==> config.mk <==
export PLATFORM = sky130hd
export DESIGN_NAME = decimal_seven_segment_writer_core
export DESIGN_NICKNAME = d
export VERILOG_FILES = /design/src/rtl/dsw_pkg.sv /design/src/rtl/decimal_seven_segment_writer_core.sv /design/src/rtl/dsw_dabble.sv /design/src/rtl/dsw_emit.sv
export SDC_FILE = /design/constraint.sdc
export NUM_CORES = 1
export LEC_CHECK = 0
export BUFFER_PORTS_ARGS = -buffer_cell sky130_fd_sc_hd__buf_4
export CORE_AREA = 10 10 130 102
export DETAILED_ROUTE_END_ITERATION = 8
export DIE_AREA = 0 0 140 112
export GPL_TIMING_DRIVEN = 0
export PLACE_DENSITY_LB_ADDON = 0.05
export SETUP_SLACK_MARGIN = 0.3
export SLEW_MARGIN = 10
export SYNTH_ARGS = -nofsm -noshare
export SYNTH_HDL_FRONTEND = slang
export SYNTH_SLANG_ARGS = --single-unit
==> constraint.sdc <==
create_clock -name i_clk -period 3.6 [get_ports i_clk]
set_input_delay 0.36 -clock i_clk [delete_from_list [all_inputs] [get_ports i_clk]]
set_output_delay 0.36 -clock i_clk [all_outputs]
set_load 0.01 [all_outputs]
==> src/rtl/dsw_pkg.sv <==
package dsw_pkg;

    localparam int VALUE_W    = 27;
    localparam int MAX_DIGITS = 8;
    localparam int MIN_DIGITS = 3;
    localparam int DP_POS     = 3;
    localparam int BCD_W      = MAX_DIGITS * 4;
    localparam int ADDR_W     = 4;
    localparam int DATA_W     = 8;
    localparam int BIT_CNT_W  = $clog2(VALUE_W);
    localparam int DIG_CNT_W  = $clog2(MAX_DIGITS + 1);

    localparam logic [VALUE_W-1:0] SAT_VALUE       = VALUE_W'(10 ** MAX_DIGITS - 1);
    localparam logic [ADDR_W-1:0]  SCAN_LIMIT_ADDR = 4'd11;
    localparam logic [DATA_W-1:0]  DP_BIT          = 8'h80;

    typedef enum logic [1:0] {
        ST_IDLE,
        ST_CONV,
        ST_EMIT
    } t_state;

    // converter result handed to the write sequencer
    typedef struct packed {
        logic             done;
        logic [BCD_W-1:0] bcd;
    } t_conv_res;

    function automatic logic [DATA_W-1:0] seg_code(input logic [3:0] digit);
        logic [DATA_W-1:0] code;
        unique case (digit)
            4'd0:    code = 8'h7E;
            4'd1:    code = 8'h30;
            4'd2:    code = 8'h6D;
            4'd3:    code = 8'h79;
            4'd4:    code = 8'h33;
            4'd5:    code = 8'h5B;
            4'd6:    code = 8'h5F;
            4'd7:    code = 8'h70;
            4'd8:    code = 8'h7F;
            4'd9:    code = 8'h7B;
            default: code = 8'h00;
        endcase
        return code;
    endfunction

endpackage

==> src/rtl/decimal_seven_segment_writer_core.sv <==
// writes: the scan limit write is the first on the ports; the other writes
//   follow one a cycle, n + 1 writes in all (n digits shown, 3..8)
// flow: a new item is taken only once the last write of the previous one is registered;
//   conversion is a 27-step bit-serial binary to decimal conversion; results cannot be
//   stalled by the receiver
// reset: synchronous active low, returns to idle and drops busy and the strobe
module decimal_seven_segment_writer_core (
    input  logic                         i_clk,
    input  logic                         i_rst_n,
    input  logic                         start,
    input  logic [dsw_pkg::VALUE_W-1:0]  i_value,
    output logic                         busy,
    output logic                         o_strobe,
    output logic [dsw_pkg::ADDR_W-1:0]   o_reg_address,
    output logic [dsw_pkg::DATA_W-1:0]   o_reg_data,
    output logic                         o_last
);

    dsw_pkg::t_state             r_state;
    dsw_pkg::t_state             n_state;
    logic                        accept;
    logic                        emit_busy;
    logic [dsw_pkg::VALUE_W-1:0] sat_value;
    dsw_pkg::t_conv_res          conv_res;

    // an item is taken whenever the block is idle and start is high
    assign accept = start && !busy;

    // values beyond the display range clamp to all nines
    assign sat_value = (i_value > dsw_pkg::SAT_VALUE) ? dsw_pkg::SAT_VALUE : i_value;

    // shift-add-three converter, one input bit per cycle
    dsw_dabble u_dabble (
        .i_clk   (i_clk),
        .i_rst_n (i_rst_n),
        .i_start (accept),
        .i_value (sat_value),
        .o_res   (conv_res)
    );

    // write sequencer: scan limit first, then one digit per cycle, lsd first
    dsw_emit u_emit (
        .i_clk         (i_clk),
        .i_rst_n       (i_rst_n),
        .i_res         (conv_res),
        .o_busy        (emit_busy),
        .o_strobe      (o_strobe),
        .o_reg_address (o_reg_address),
        .o_reg_data    (o_reg_data),
        .o_last        (o_last)
    );

    always_ff @(posedge i_clk) begin
        if (!i_rst_n) begin
            r_state <= dsw_pkg::ST_IDLE;
        end else begin
            r_state <= n_state;
        end
    end

    // top-level sequencing: idle, converting, emitting writes
    always_comb begin
        n_state = r_state;
        busy    = 1'b1;
        unique case (r_state)
            dsw_pkg::ST_IDLE: begin
                busy = 1'b0;
                if (start) begin
                    n_state = dsw_pkg::ST_CONV;
                end
            end
            dsw_pkg::ST_CONV: begin
                // converter result loads straight into the sequencer
                if (conv_res.done) begin
                    n_state = dsw_pkg::ST_EMIT;
                end
            end
            dsw_pkg::ST_EMIT: begin
                // free once the final write is in the output register
                if (!emit_busy) begin
                    n_state = dsw_pkg::ST_IDLE;
                end
            end
            default: begin
                n_state = dsw_pkg::ST_IDLE;
            end
        endcase
    end

endmodule

==> src/rtl/dsw_dabble.sv <==
module dsw_dabble (
    input  logic                         i_clk,
    input  logic                         i_rst_n,
    input  logic                         i_start,
    input  logic [dsw_pkg::VALUE_W-1:0]  i_value,
    output dsw_pkg::t_conv_res           o_res
);

    logic [dsw_pkg::VALUE_W-1:0]   r_bin;
    logic [dsw_pkg::BCD_W-1:0]     r_bcd;
    logic [dsw_pkg::BIT_CNT_W-1:0] r_cnt;
    logic                          r_run;
    logic                          r_done;
    logic [dsw_pkg::BCD_W-1:0]     n_adj;

    // add three to every digit above four before the shift
    always_comb begin
        for (int d = 0; d < dsw_pkg::MAX_DIGITS; d++) begin
            if (r_bcd[d*4 +: 4] > 4'd4) begin
                n_adj[d*4 +: 4] = r_bcd[d*4 +: 4] + 4'd3;
            end else begin
                n_adj[d*4 +: 4] = r_bcd[d*4 +: 4];
            end
        end
    end

    always_ff @(posedge i_clk) begin
        if (!i_rst_n) begin
            r_run  <= 1'b0;
            r_done <= 1'b0;
        end else begin
            r_done <= 1'b0;
            if (i_start) begin
                r_run <= 1'b1;
            end else if (r_run && r_cnt == '0) begin
                r_run  <= 1'b0;
                r_done <= 1'b1;
            end
        end
    end

    always_ff @(posedge i_clk) begin
        if (i_start) begin
            r_bin <= i_value;
            r_bcd <= '0;
            r_cnt <= dsw_pkg::BIT_CNT_W'(dsw_pkg::VALUE_W - 1);
        end else if (r_run) begin
            r_bcd <= {n_adj[dsw_pkg::BCD_W-2:0], r_bin[dsw_pkg::VALUE_W-1]};
            r_bin <= {r_bin[dsw_pkg::VALUE_W-2:0], 1'b0};
            r_cnt <= r_cnt - 1'b1;
        end
    end

    assign o_res.done = r_done;
    assign o_res.bcd  = r_bcd;

endmodule

==> src/rtl/dsw_emit.sv <==
module dsw_emit (
    input  logic                         i_clk,
    input  logic                         i_rst_n,
    input  dsw_pkg::t_conv_res           i_res,
    output logic                         o_busy,
    output logic                         o_strobe,
    output logic [dsw_pkg::ADDR_W-1:0]   o_reg_address,
    output logic [dsw_pkg::DATA_W-1:0]   o_reg_data,
    output logic                         o_last
);

    logic [dsw_pkg::BCD_W-1:0]     r_bcd;
    logic [dsw_pkg::DIG_CNT_W-1:0] r_idx;
    logic [dsw_pkg::DIG_CNT_W-1:0] r_ndig;
    logic                          r_run;
    logic                          r_strobe;
    logic [dsw_pkg::ADDR_W-1:0]    r_addr;
    logic [dsw_pkg::DATA_W-1:0]    r_data;
    logic                          r_last;
    logic [dsw_pkg::DIG_CNT_W-1:0] n_ndig;
    logic [dsw_pkg::DATA_W-1:0]    n_code;

    // highest non-zero digit, never fewer than the minimum shown
    always_comb begin
        n_ndig = dsw_pkg::DIG_CNT_W'(dsw_pkg::MIN_DIGITS);
        for (int d = dsw_pkg::MIN_DIGITS; d < dsw_pkg::MAX_DIGITS; d++) begin
            if (i_res.bcd[d*4 +: 4] != 4'd0) begin
                n_ndig = dsw_pkg::DIG_CNT_W'(d + 1);
            end
        end
    end

    always_comb begin
        n_code = dsw_pkg::seg_code(r_bcd[3:0]);
        if (r_idx == dsw_pkg::DIG_CNT_W'(dsw_pkg::DP_POS)) begin
            n_code = n_code | dsw_pkg::DP_BIT;
        end
    end

    always_ff @(posedge i_clk) begin
        if (!i_rst_n) begin
            r_run    <= 1'b0;
            r_strobe <= 1'b0;
        end else begin
            r_strobe <= r_run;
            if (i_res.done) begin
                r_run <= 1'b1;
            end else if (r_run && r_idx == r_ndig) begin
                r_run <= 1'b0;
            end
        end
    end

    always_ff @(posedge i_clk) begin
        if (i_res.done) begin
            r_bcd  <= i_res.bcd;
            r_ndig <= n_ndig;
            r_idx  <= '0;
        end else if (r_run) begin
            r_idx <= r_idx + 1'b1;
            if (r_idx == '0) begin
                r_addr <= dsw_pkg::SCAN_LIMIT_ADDR;
                r_data <= dsw_pkg::DATA_W'(r_ndig - 1'b1);
                r_last <= 1'b0;
            end else begin
                r_addr <= dsw_pkg::ADDR_W'(r_idx);
                r_data <= n_code;
                r_last <= (r_idx == r_ndig);
                r_bcd  <= {4'd0, r_bcd[dsw_pkg::BCD_W-1:4]};
            end
        end
    end

    assign o_busy        = r_run;
    assign o_strobe      = r_strobe;
    assign o_reg_address = r_addr;
    assign o_reg_data    = r_data;
    assign o_last        = r_last;

endmodule

==> impl_summary.md, run 1 <==
Global routing
The aggregate global-route resource usage is 17.61%. Summed over all layers, the global routing overflow is 0. The number of global-route vias before repair was 4450. The first global-routing pass estimated 22370 µm of wire.

The number of antenna violations at the first check in global routing is 0. Entering global routing, the biggest net connects 38 pins.

Synthesis
Among all cell types in the netlist, the one instantiated most often is nand2_1. Counting instances in the post-synthesis netlist gives the leading cell types as nand2_1, edfxtp_1, dfxtp_1, nor2_1, inv_1. Summed over all instances, the cell type with the most area after synthesis is edfxtp_1. The share of the Yosys chip area taken by registers is 53.47%. The mapped netlist covers 6290 µm². The synthesized design contains 76 enable-type register cells. The count of synthesis-stage warnings from yosys is 0. The number of synthesized register bits is 130. Yosys attributes the largest share of cell area to edfxtp_1, dfxtp_1, nand2_1.

Among all flip-flop cells after synthesis, the most frequent one is edfxtp_1. The cell count after synthesis came out at 598. In the synthesized netlist the async set-or-reset flop fraction comes to 0%.

The mean area per synthesized cell is 10.52 µm². The number of unique standard cell types used by synthesis is 48. The share of synthesized area in the top cell type comes to 36.28%.

The net count of the mapped netlist is 654.

Clocking
The buffer depth of the longest clock path is 2. The count of buffers added by post-CTS timing repair for setup is 0. In this run the clock root is driven by a clkbuf_16.

At the later pin of the worst-skew pair, clock insertion delay measures 0.41 ns. Counting the buffers created by CTS gives 17. The CTS H-tree depth is 4. Clock-pin slew was measured on the worst setup and hold paths at 0.06 ns. Counting every sink on the clock net gives 130. The number of gates resized after CTS was 0. The clock tree from TritonCTS is built.

After clock tree synthesis, the flow added hold-fix buffers numbering 0.

Min path
The min-delay analysis places its worst path in the category input port to register. The capture endpoint of the worst hold path is u_emit.o_strobe. Counting instances, the worst hold path has a depth of 2. The startpoint identified for the worst hold timing path is i_rst_n.

Floorplanning
The area enclosed by the die boundary is 15680 µm². The cell row count is 33. The effective utilization at floorplan is 58.59%. 45 I/O pins were placed. The core footprint is 10740 µm². From bottom edge to top edge, the die measures 112 µm. The die outline width is 140 µm.

Finish
Compared with the post-synthesis result, the final layout area differs by 18.50%. Cells with a size suffix above 1 make up 16.77% of the layout. The repair_antennas step left the layout with diodes totalling 0. At the end of the flow, the number of nets in the layout was 717.

Timing
The number of slew-limit violations in the final report came to 0. After layout, the worst path uses 81.44% of the clock period. The final count of negative-setup-slack endpoints is 0.

The routed design could run at a clock period as short as 2.932 ns. The aggregate negative setup slack is 0 ns. The hold violation total from the final report is 0. The final worst-path setup slack is 0.6683 ns. Measured against its own limit, the worst slew margin works out to 31.89%. At the pin with the least slew margin, the transition time is 1.020 ns. Across the routed clock network, the largest skew measured is 0.007162 ns.

Setup repair after global routing left no endpoint under its margin. The achievable frequency is 0.3411 GHz.

Worst setup path
The depth of the worst register-to-register path is 12. Along the worst path, the maximum fanout reaches 37. Walking the worst path, the cells encountered are inv_1 > ha_1 > or3b_1 > buf_6 > a21oi_4 > inv_4 > mux2i_1 > inv_1 > ha_1 > inv_1 > nor2_1 > o41ai_2. For the worst setup path, the data required time is 3.91 ns.

The worst-path cell with the longest stage delay is mux2i_1. Across all register-to-register paths, the minimum setup slack is 0.67 ns. The terminus of the critical flop-to-flop path is u_emit.n_code[1]. In this design, the critical path's most frequently occurring cell is inv_1.

Data arrives at the worst endpoint at 3.25 ns. The startpoint of the worst register-to-register path is u_emit.r_idx[0]. STA classifies the critical path endpoint as a register.

The type of the worst setup path is register to register. The largest stage delay on the critical path is 0.45 ns. STA classifies the critical path startpoint as a register.

Placed design
The wire-length estimate of the detail-placed layout is 9233 µm. The pre-CTS setup slack is 0.7089 ns. At the end of routability-driven placement, the weighted congestion stood at 0.8238. Port buffering added 44 buffers.

Routing
After detailed routing, the total wire length is 13630 µm. For this block, the via count after detailed routing is 4555. The remaining antenna violation count is 0. The mean routed wirelength per cell is 16.75 µm. The violation count after the first detailed-routing iteration is 254. The first-pass iteration count of the detailed router is 4. The DRC violation count after routing is 0. Dividing the detail-routed via count by the number of cells gives 5.596.

Power and ir drop
The power density over the cells is 545.1 nW/µm². Summing internal, switching and leakage power gives 4.063 mW. Across the VDD grid, the largest voltage drop is 351.4 µV.

In this run the static leakage power is 2.935 nW.

Run status
The flow ran to the end, and the final reports show no timing, DRC or antenna violations.

Flow run
Across the run, the number of max-cap violations was 0.
==> metrics by stage <==
stage	hold slack [ns]	utilization (%)	instances	cell area [µm²]
after detailed placement	0.4740	63.30	782	6795
after floorplan	0.4348	-	598	6290
after global routing	0.2082	69.43	814	7453
after CTS	0.2064	69.41	814	7451
after global placement	0.4603	63.30	782	6795
final	0.2177	69.43	814	7453
==> layout by cell type (no fill, tap or decap), types with 4 or more instances in the layout <==
cell       count
buf_4         44
o21ai_0       25
ha_1          26
buf_1          4
a31oi_1        4
nor3_1         6
nand3_1       20
or3_1          9
nand2_1       90
xnor2_1       21
a21oi_1       17
dfxtp_1       54
nand4_1        5
xor2_1         4
o211ai_1       5
nor2b_1        4
clkbuf_1      22
edfxtp_1      76
and2_1         5
mux2i_1       28
a311oi_1       7
a21boi_0       5
inv_1         40
clkbuf_16     19
nor2_1        53
bufinv_16      4
mux2_2        29
==> worst max path at each step <==
stage,from,end,slack (ns)
2_1_floorplan,u_emit.r_idx[0],u_emit.n_code[1],1.05
3_3_place_gp,u_emit.r_idx[0],u_emit.n_code[1],0.78
3_5_place_dp,u_emit.r_idx[0],u_emit.n_code[1],0.71
4_1_cts,u_emit.r_idx[0],u_emit.n_code[1],0.66
5_1_grt,u_emit.r_idx[0],u_emit.n_code[1],0.34
6_report,u_emit.r_idx[0],u_emit.n_code[1],0.67
==> worst max-delay path, delay by kind of cell, from the launching register on <==
family                     cells  cell delay (ns)
and+or+nand+nor                2             0.42
muxes                          1             0.45
buffers and inverters          5             0.72
AOI/OAI and AO/OA              2             0.45
DFF                            1             0.36
adders and majority gates      2             0.41
==> sequential cells by signal (all words and copies together) (netlist names) <==
name                  count
r_state                   2
u_dabble.r_bcd           32
u_dabble.r_bin           27
u_dabble.r_cnt            5
u_dabble.r_done           1
u_dabble.r_run            1
u_emit.n_code             7
u_emit.o_busy             1
u_emit.o_last             1
u_emit.o_reg_address      4
u_emit.o_reg_data         8
u_emit.o_strobe           1
u_emit.r_bcd             32
u_emit.r_idx              4
u_emit.r_ndig             4
==> metal layers <==
metal | routed length (µm) | share of wire [%] | global-route usage (%)
met4 | 138 | 1.0 | 5.220
met5 | 0 | 0 | 0
met2 | 6499 | 48 | 28.90
met1 | 6416 | 47 | 22.38
met3 | 578 | 4.2 | 4.586
==> power by group <==
group	total (mW)	switching (mW)	internal, mW
registers	1.74	0.0690	1.67
clock network	1.88	0.637	1.24
logic	0.444	0.262	0.182
total	4.06	0.967	3.10
==> area by class of cell <==
class                           count  area (µm²)
Fill cell                         791        3282
Sequential cell                   130        3363
Clock buffer                       20       479.2
Timing Repair Buffer               44       330.3
Clock inverter                     12       176.4
Inverter                           41       156.4
Multi-Input combinational cell    401        2668
Buffer                             26       105.1
Tap cell                          140       175.2
==> cell families after synthesis <==
family                   count (synthesis)  share of synthesized area [%]
flip-flops                             130                          53.47
buffers and inverters                   67                          4.158
XOR/XNOR                                25                          3.481
AND/OR/NAND/NOR                        209                          15.02
adder cells (fa/ha/maj)                 26                          5.172
multiplexers                            59                          10.24
AO/OA/AOI/OAI                           82                          8.455
No activity file was read; power rests on OpenSTA's default activity.
==> run 2, diff against run 1 <==
clock period = 2.9 ns   (was 3.6 ns; I/O delays follow)
==> impl_summary.md, run 2 (synthesis results as in run 1) <==
Run status
The run finished with clean final reports.

Clocking
The number of buffers created by CTS is 17. The H-tree generated during clock tree synthesis spans 4 levels. At the later pin of the worst-skew pair, clock insertion delay measures 0.41 ns. After clock tree synthesis, the clock-pin slew on the worst setup and hold paths is 0.06 ns. The buffer depth of the longest clock path is 2.

The clock tree from TritonCTS is built. The number of sinks on the clock net is 130. The cell sitting at the root of the clock tree is a clkbuf_16. The hold buffer count at cts is 0.

Finish
The register area is 3364 µm². Cells with a size suffix above 1 make up 18.80% of the layout. The share of the core filled with cells is 70.49%. The library cell used most frequently in the layout, excluding fill and tap cells, is nand2_1. The cell area after layout is 7567 µm². The multi-input combinational cells in the finished layout cover a total of 2699 µm².

The layout has 770 filler cells. Excluding fillers, the count of instances in the completed layout stands at 821. The library cells used most frequently in the layout, excluding fill and tap cells, are nand2_1, edfxtp_1, nor2_1, dfxtp_1, buf_4. In the final layout, the registers with the most flip-flops are u_dabble.r_bcd x32, u_emit.r_bcd x32, u_dabble.r_bin x27.

In the final design database the tool counted 724 nets. The number of antenna diodes in the final layout is 0. The synthesis-to-layout area growth is 20.31%.

Placed design
Before CTS, the worst setup slack after placement is 0.008901 ns. The total placed cells including tap cells is 782. Input and output buffers added on the ports amount to 44. The routability-driven placement congestion ratio is 0.8238. The detailed placement HPWL is 9233 µm. The placement-stage cell area is 6795 µm².

Worst setup path
The type of the worst setup path is register to register. The largest driver fanout on the critical path is 8. The largest stage delay on the critical path is 0.36 ns.

STA classifies the critical path startpoint as a register. The kind of end point of the critical path is a register. The slowest stage of the critical path is the dfxtp_1 cell. Walking the worst path, the cells encountered are inv_2 > ha_2 > or3b_1 > buf_6 > a21oi_4 > bufinv_16 > mux2_4 > inv_4 > ha_4 > nor3_1 > o41ai_2. The data arrival time at the worst-slack endpoint is 2.80 ns. STA puts the critical path data required time at 3.22 ns.

Global routing
The number of antenna violations at the first check in global routing was 0. The number of global-route vias before repair came to 4488. For this run, the total global-route usage over all layers was measured as 17.93%. After global routing the overflow that remains totals 0. The global-route wire length before repair is 22740 µm. The maximum number of pins on one net before global-route repair is 28.

Routing
The first routing iteration left 301 violations. The detailed router used layers up to and including met4. After detailed routing, the number of vias per cell comes to 5.591. The met3 wire length is 654 µm.

After detailed routing, the average wire length per cell comes to 16.83 µm. The first-pass iteration count of the detailed router is 4. The met2 wire length is 6559 µm. In the final routing, the length of wire on met1 measures 6454 µm. In this run the remaining antenna-violating nets after routing total 0. Across all layers, the routed design uses 4590 vias.

The DRC violation count after routing is 0. The final layout contains routed wiring with a total length of 13820 µm.

Floorplanning
From bottom edge to top edge, the die measures 112 µm. The total area inside the core boundary comes to 10740 µm². The floorplan step defined a die boundary enclosing 15680 µm². The floorplan has 33 rows.

The die outline width is 140 µm. The initial utilization of the core area, before any placement, comes to 58.59%. The I/O pin count is 45.

Timing
Of the available clock period, the critical path in the final layout requires 85.52%. The post-route worst hold slack is 0.1479 ns. The number of slew-limit violations in the final report is 0. For the final routed database, the setup TNS stands at 0 ns. The measured slew at the worst slew-check pin is 1.040 ns. Setup repair after global routing left no endpoint under its margin. The tightest slew margin relative to the limit is 30.52%. The final count of negative-setup-slack endpoints is 0. Derived from the worst setup path, the maximum achievable clock frequency is 0.4032 GHz. The final critical-path required period is 2.480 ns.

The hold violation total from the final report came to 0. The final worst-path setup slack is 0.4199 ns. For the final database, setup skew stands at 0.006997 ns.

Power and ir drop
The overall power of the completed layout is 5.043 mW. The analysis attributes to cell leakage a power of 2.981 nW. The peak supply drop is 436.1 µV. The power density over the cells is 666.5 nW/µm².

Flow run
The tool flagged a number of max-cap violations equal to 0.

Min path
The min-delay analysis places its worst path in the category input port to register.
==> run 2: cell types whose count changed in the layout (fill, tap and decap cells not counted), sizes merged <==
cell,delta
buf,+6
bufinv,+1
==> run 2: worst paths after layout <==
path,cells after the start,from,slack [ns],end
min reg2reg,1,r_state[1],0.48,r_state[0]
min,2,i_rst_n,0.15,u_dabble.r_run
max,11,u_emit.r_idx[1],0.42,u_emit.n_code[1]
max reg2reg,11,u_emit.r_idx[1],0.42,u_emit.n_code[1]
==> run 2: layout make-up <==
cell class | instances | area share (%)
Sequential cell | 130 | 44.46
Buffer | 26 | 1.405
Timing Repair Buffer | 50 | 4.960
Multi-Input combinational cell | 401 | 35.66
Clock buffer | 20 | 6.333
Clock inverter | 12 | 2.331
Timing Repair inverter | 1 | 0.1157
Tap cell | 140 | 2.315
Inverter | 41 | 2.414
==> run 2: power breakdown <==
| group | switching, mW | leakage, nW | internal [mW] | total, mW |
|---|---|---|---|---|
| combinational | 0.323 | 1.53 | 0.226 | 0.550 |
| sequential | 0.0859 | 1.13 | 2.08 | 2.16 |
| clock | 0.791 | 0.316 | 1.54 | 2.33 |
==> run 2: worst max-delay path: cells and delay by family, from the launching register on <==
family                   cells  cell delay, ns
flip-flops                   1            0.36
adder cells (fa/ha/maj)      2            0.32
AND/OR/NAND/NOR              2            0.42
AO/OA/AOI/OAI                2            0.45
multiplexers                 1            0.33
buffers and inverters        4            0.52
==> run 2: timing repair <==
item | in CTS | in global routing
setup endpoints to repair | 7 | 2
gates resized for setup | 8 | 8
buffers inserted | 4 | 2
gates cloned | 1 | 0
pin swaps | 1 | 0
==> run 2: layer usage <==
layer	vias to the layer above	track usage, %
li1	2242	-
met1	2233	22.96
met2	104	29.28
met3	11	4.586
met4	0	5.288
met5	-	0
==> run 3, diff against run 2 <==
CELL_PAD_IN_SITES_DETAIL_PLACEMENT = 1   (was default)
CELL_PAD_IN_SITES_GLOBAL_PLACEMENT = 2   (was default)
CORE_AREA = 10 10 156 122   (was 10 10 130 102)
DIE_AREA = 0 0 166 132   (was 0 0 140 112)
==> impl_summary.md, run 3 (synthesis results as in run 1) <==
Run status
The run finished with clean final reports.

Clocking
The clock passes through at most 2 buffers. The number of buffers created by CTS is 17. The latest clock arrival within the worst-skew pair is 0.42 ns.

The CTS H-tree depth is 4. Clock-pin slew was measured on the worst setup and hold paths at 0.06 ns. The cell sitting at the root of the clock tree is a clkbuf_16. The clock tree from TritonCTS is built. CTS saw 130 sinks.

Floorplanning
In this run the count of I/O pins placed on the die edge is 45. The core region is 15870 µm². The cell row count is 40. The die is 166 µm wide.

The area enclosed by the die boundary is 21910 µm². The effective utilization at floorplan is 39.65%. The die is 132 µm tall.

Worst setup path
The kind of end point of the critical path is a register. The count of buffer and inverter cells on the critical path is 4. The depth of the worst register-to-register path is 11.

The most critical setup path has its startpoint at u_emit.r_idx[0]. In this run the register-to-register setup slack is 0.42 ns. Among the stages of the critical path, the cell type that occurs most often is ha_4.

The data required time of the critical path is 3.22 ns. The terminus of the critical flop-to-flop path is u_emit.n_code[1]. The worst setup path is of the register to register kind. Walking the worst path, the cells encountered are inv_2 > ha_4 > or3b_4 > buf_8 > a21oi_4 > bufinv_16 > mux2_4 > ha_4 > inv_1 > nor2_1 > o41ai_2. STA classifies the critical path startpoint as a register. The data arrival time at the worst-slack endpoint is 2.80 ns. The largest driver fanout on the critical path is 8. The cell family contributing the most delay on the critical path is compound AO/OA/AOI/OAI gates.

In this run the critical register-to-register path is launched from u_emit.r_idx[0]. The worst-path cell with the longest stage delay is or3b_4. The largest stage delay on the critical path is 0.38 ns.

Global routing
The number of global-route vias before repair is 4649. The global-route wire length before repair is 25240 µm. After global routing the overflow that remains totals 0. Entering global routing, the biggest net connects 28 pins. The aggregate global-route resource usage is 14.19%.

The number of antenna violations at the first check in global routing is 0.

Routing
The first detailed-routing pass took 4 iterations. The vias after detailed routing is 4501. The mean routed wirelength per cell is 17.34 µm. For this run, design rule violations remaining after detail routing come to 0. Once detail routing completed, the nets flagged for antenna violations numbered 0. The total wire length after detailed routing is 15480 µm. The violation count after the first detailed-routing iteration is 180. The via density per instance is 5.040.

Min path
The critical hold path startpoint is i_rst_n. The type of the tightest min-delay check is input port to register. The worst hold path terminates at u_dabble.r_run. The worst hold path was traced through 2 stages.

Power and ir drop
The peak supply drop is 442.0 µV. The analysis attributes to cell leakage a power of 2.981 nW. The power density over the cells is 649.0 nW/µm².

Timing
The hold violation total from the final report came to 0. Setup violations remaining at the end of the flow were counted as 0. The final worst-path cycle share is 85.46%. The clock arrives with 0.008390 ns of skew. After layout, the minimum clock period comes to 2.478 ns. The achievable frequency is 0.4035 GHz.

The number of slew-limit violations in the final report is 0. Setup repair after global routing left no endpoint under its margin. The tightest slew margin relative to the limit is 32.63%. The aggregate negative setup slack is 0 ns. The post-route worst hold slack is 0.1273 ns. The measured slew at the worst slew-check pin is 1.008 ns.

Finish
The sequential cells in the finished layout cover a total of 3371 µm². The share of post-route cells with drive strength above 1 is 19.77%. The synthesis-to-layout area growth is 22.18%.

The number of nets in the layout is 726. The library cell used most frequently in the layout, excluding fill and tap cells, is nand2_1. The library cells used most frequently in the layout, excluding fill and tap cells, are nand2_1, edfxtp_1, nor2_1.

The largest registers in the layout are u_dabble.r_bcd x32, u_emit.r_bcd x32, u_dabble.r_bin x27. The layout has 1725 filler cells. The footprint of the multi-input gates is 2724 µm². The number of diodes is 0.

Flow run
Max-cap violations in this run came to 0.

Placed design
The wire-length estimate of the detail-placed layout is 10830 µm. The number of buffers added on ports is 44. The routability-driven placement congestion ratio is 0.7765.
run 3: changes by cell type in the layout (fill, tap and decap cells not counted), moves of 2 or more:
cell	delta
ha_4	+2
clkinv_2	-2
clkinvlp_4	+2
clkbuf_8	+3
buf_4	+2
bufinv_16	-2
dfxtp_4	+2
run 3: worst max-delay path by stage:
stage / endpoint / cells after the start / slack [ns]
floorplan: u_emit.n_code[1] / 11 / 0.35
global placement: u_emit.n_code[1] / 11 / 0.05
detailed placement: u_emit.n_code[1] / 12 / 0.009
CTS: u_emit.n_code[1] / 11 / 0.32
global route: u_emit.n_code[1] / 12 / 0.31
finish: u_emit.n_code[1] / 11 / 0.42
run 3: per-layer routing:
| metal | track usage, % | share of wire, % | vias to the layer above |
|---|---|---|---|
| met4 | 3.831 | 0.90 | 0 |
| li1 | - | - | 2235 |
| met3 | 3.754 | 3.3 | 13 |
| met2 | 21.11 | 44 | 56 |
| met1 | 19.77 | 52 | 2197 |
| met5 | 0 | 0 | - |
run 3: final cells by class:
class | count | area share, %
tap | 210 | 3.419
sequential | 130 | 43.86
inverter | 41 | 2.377
clock inverter | 10 | 1.547
timing repair buffer | 52 | 5.080
clock buffer | 22 | 6.724
multi-input combinational | 401 | 35.44
buffer | 26 | 1.433
timing repair inverter | 1 | 0.1140
run 3: worst reg2reg max path, cell delays in order, from the launching register on:
cell and delay, ns:
dfxtp_4 0.36, inv_2 0.08, ha_4 0.13, or3b_4 0.38
buf_8 0.15, a21oi_4 0.16, bufinv_16 0.20, mux2_4 0.34
ha_4 0.18, inv_1 0.05, nor2_1 0.04, o41ai_2 0.32
run 3: repair_timing:
action                                  in CTS  in global routing
cloned                                       1                  0
pin swaps                                    1                  3
buffers inserted                             4                  4
endpoints found under the setup margin       7                  2
resized for setup                            8                 17
hold buffers                                 0                  0
run 3: per-stage QoR:
| stage | power (mW) | utilization, % | std cells | area [µm²] | setup WS [ns] |
|---|---|---|---|---|---|
| after CTS | 5.030 | 47.87 | 889 | 7595 | 0.3175 |
| after floorplan | 2.554 | - | 598 | 6290 | 0.3539 |
| final | 4.987 | 48.44 | 893 | 7685 | 0.4218 |
| after global placement | 2.733 | 43.38 | 852 | 6883 | 0.05327 |
| after detailed placement | 2.763 | 43.40 | 852 | 6885 | 0.008701 |
| after global routing | 5.208 | 48.44 | 893 | 7685 | 0.3050 |
run 3: power breakdown:
| group | internal (mW) | switching [mW] |
|---|---|---|
| Sequential | 2.07 | 0.0908 |
| Combinational | 0.227 | 0.331 |
| Clock | 1.44 | 0.826 |
| Total | 3.74 | 1.25 |
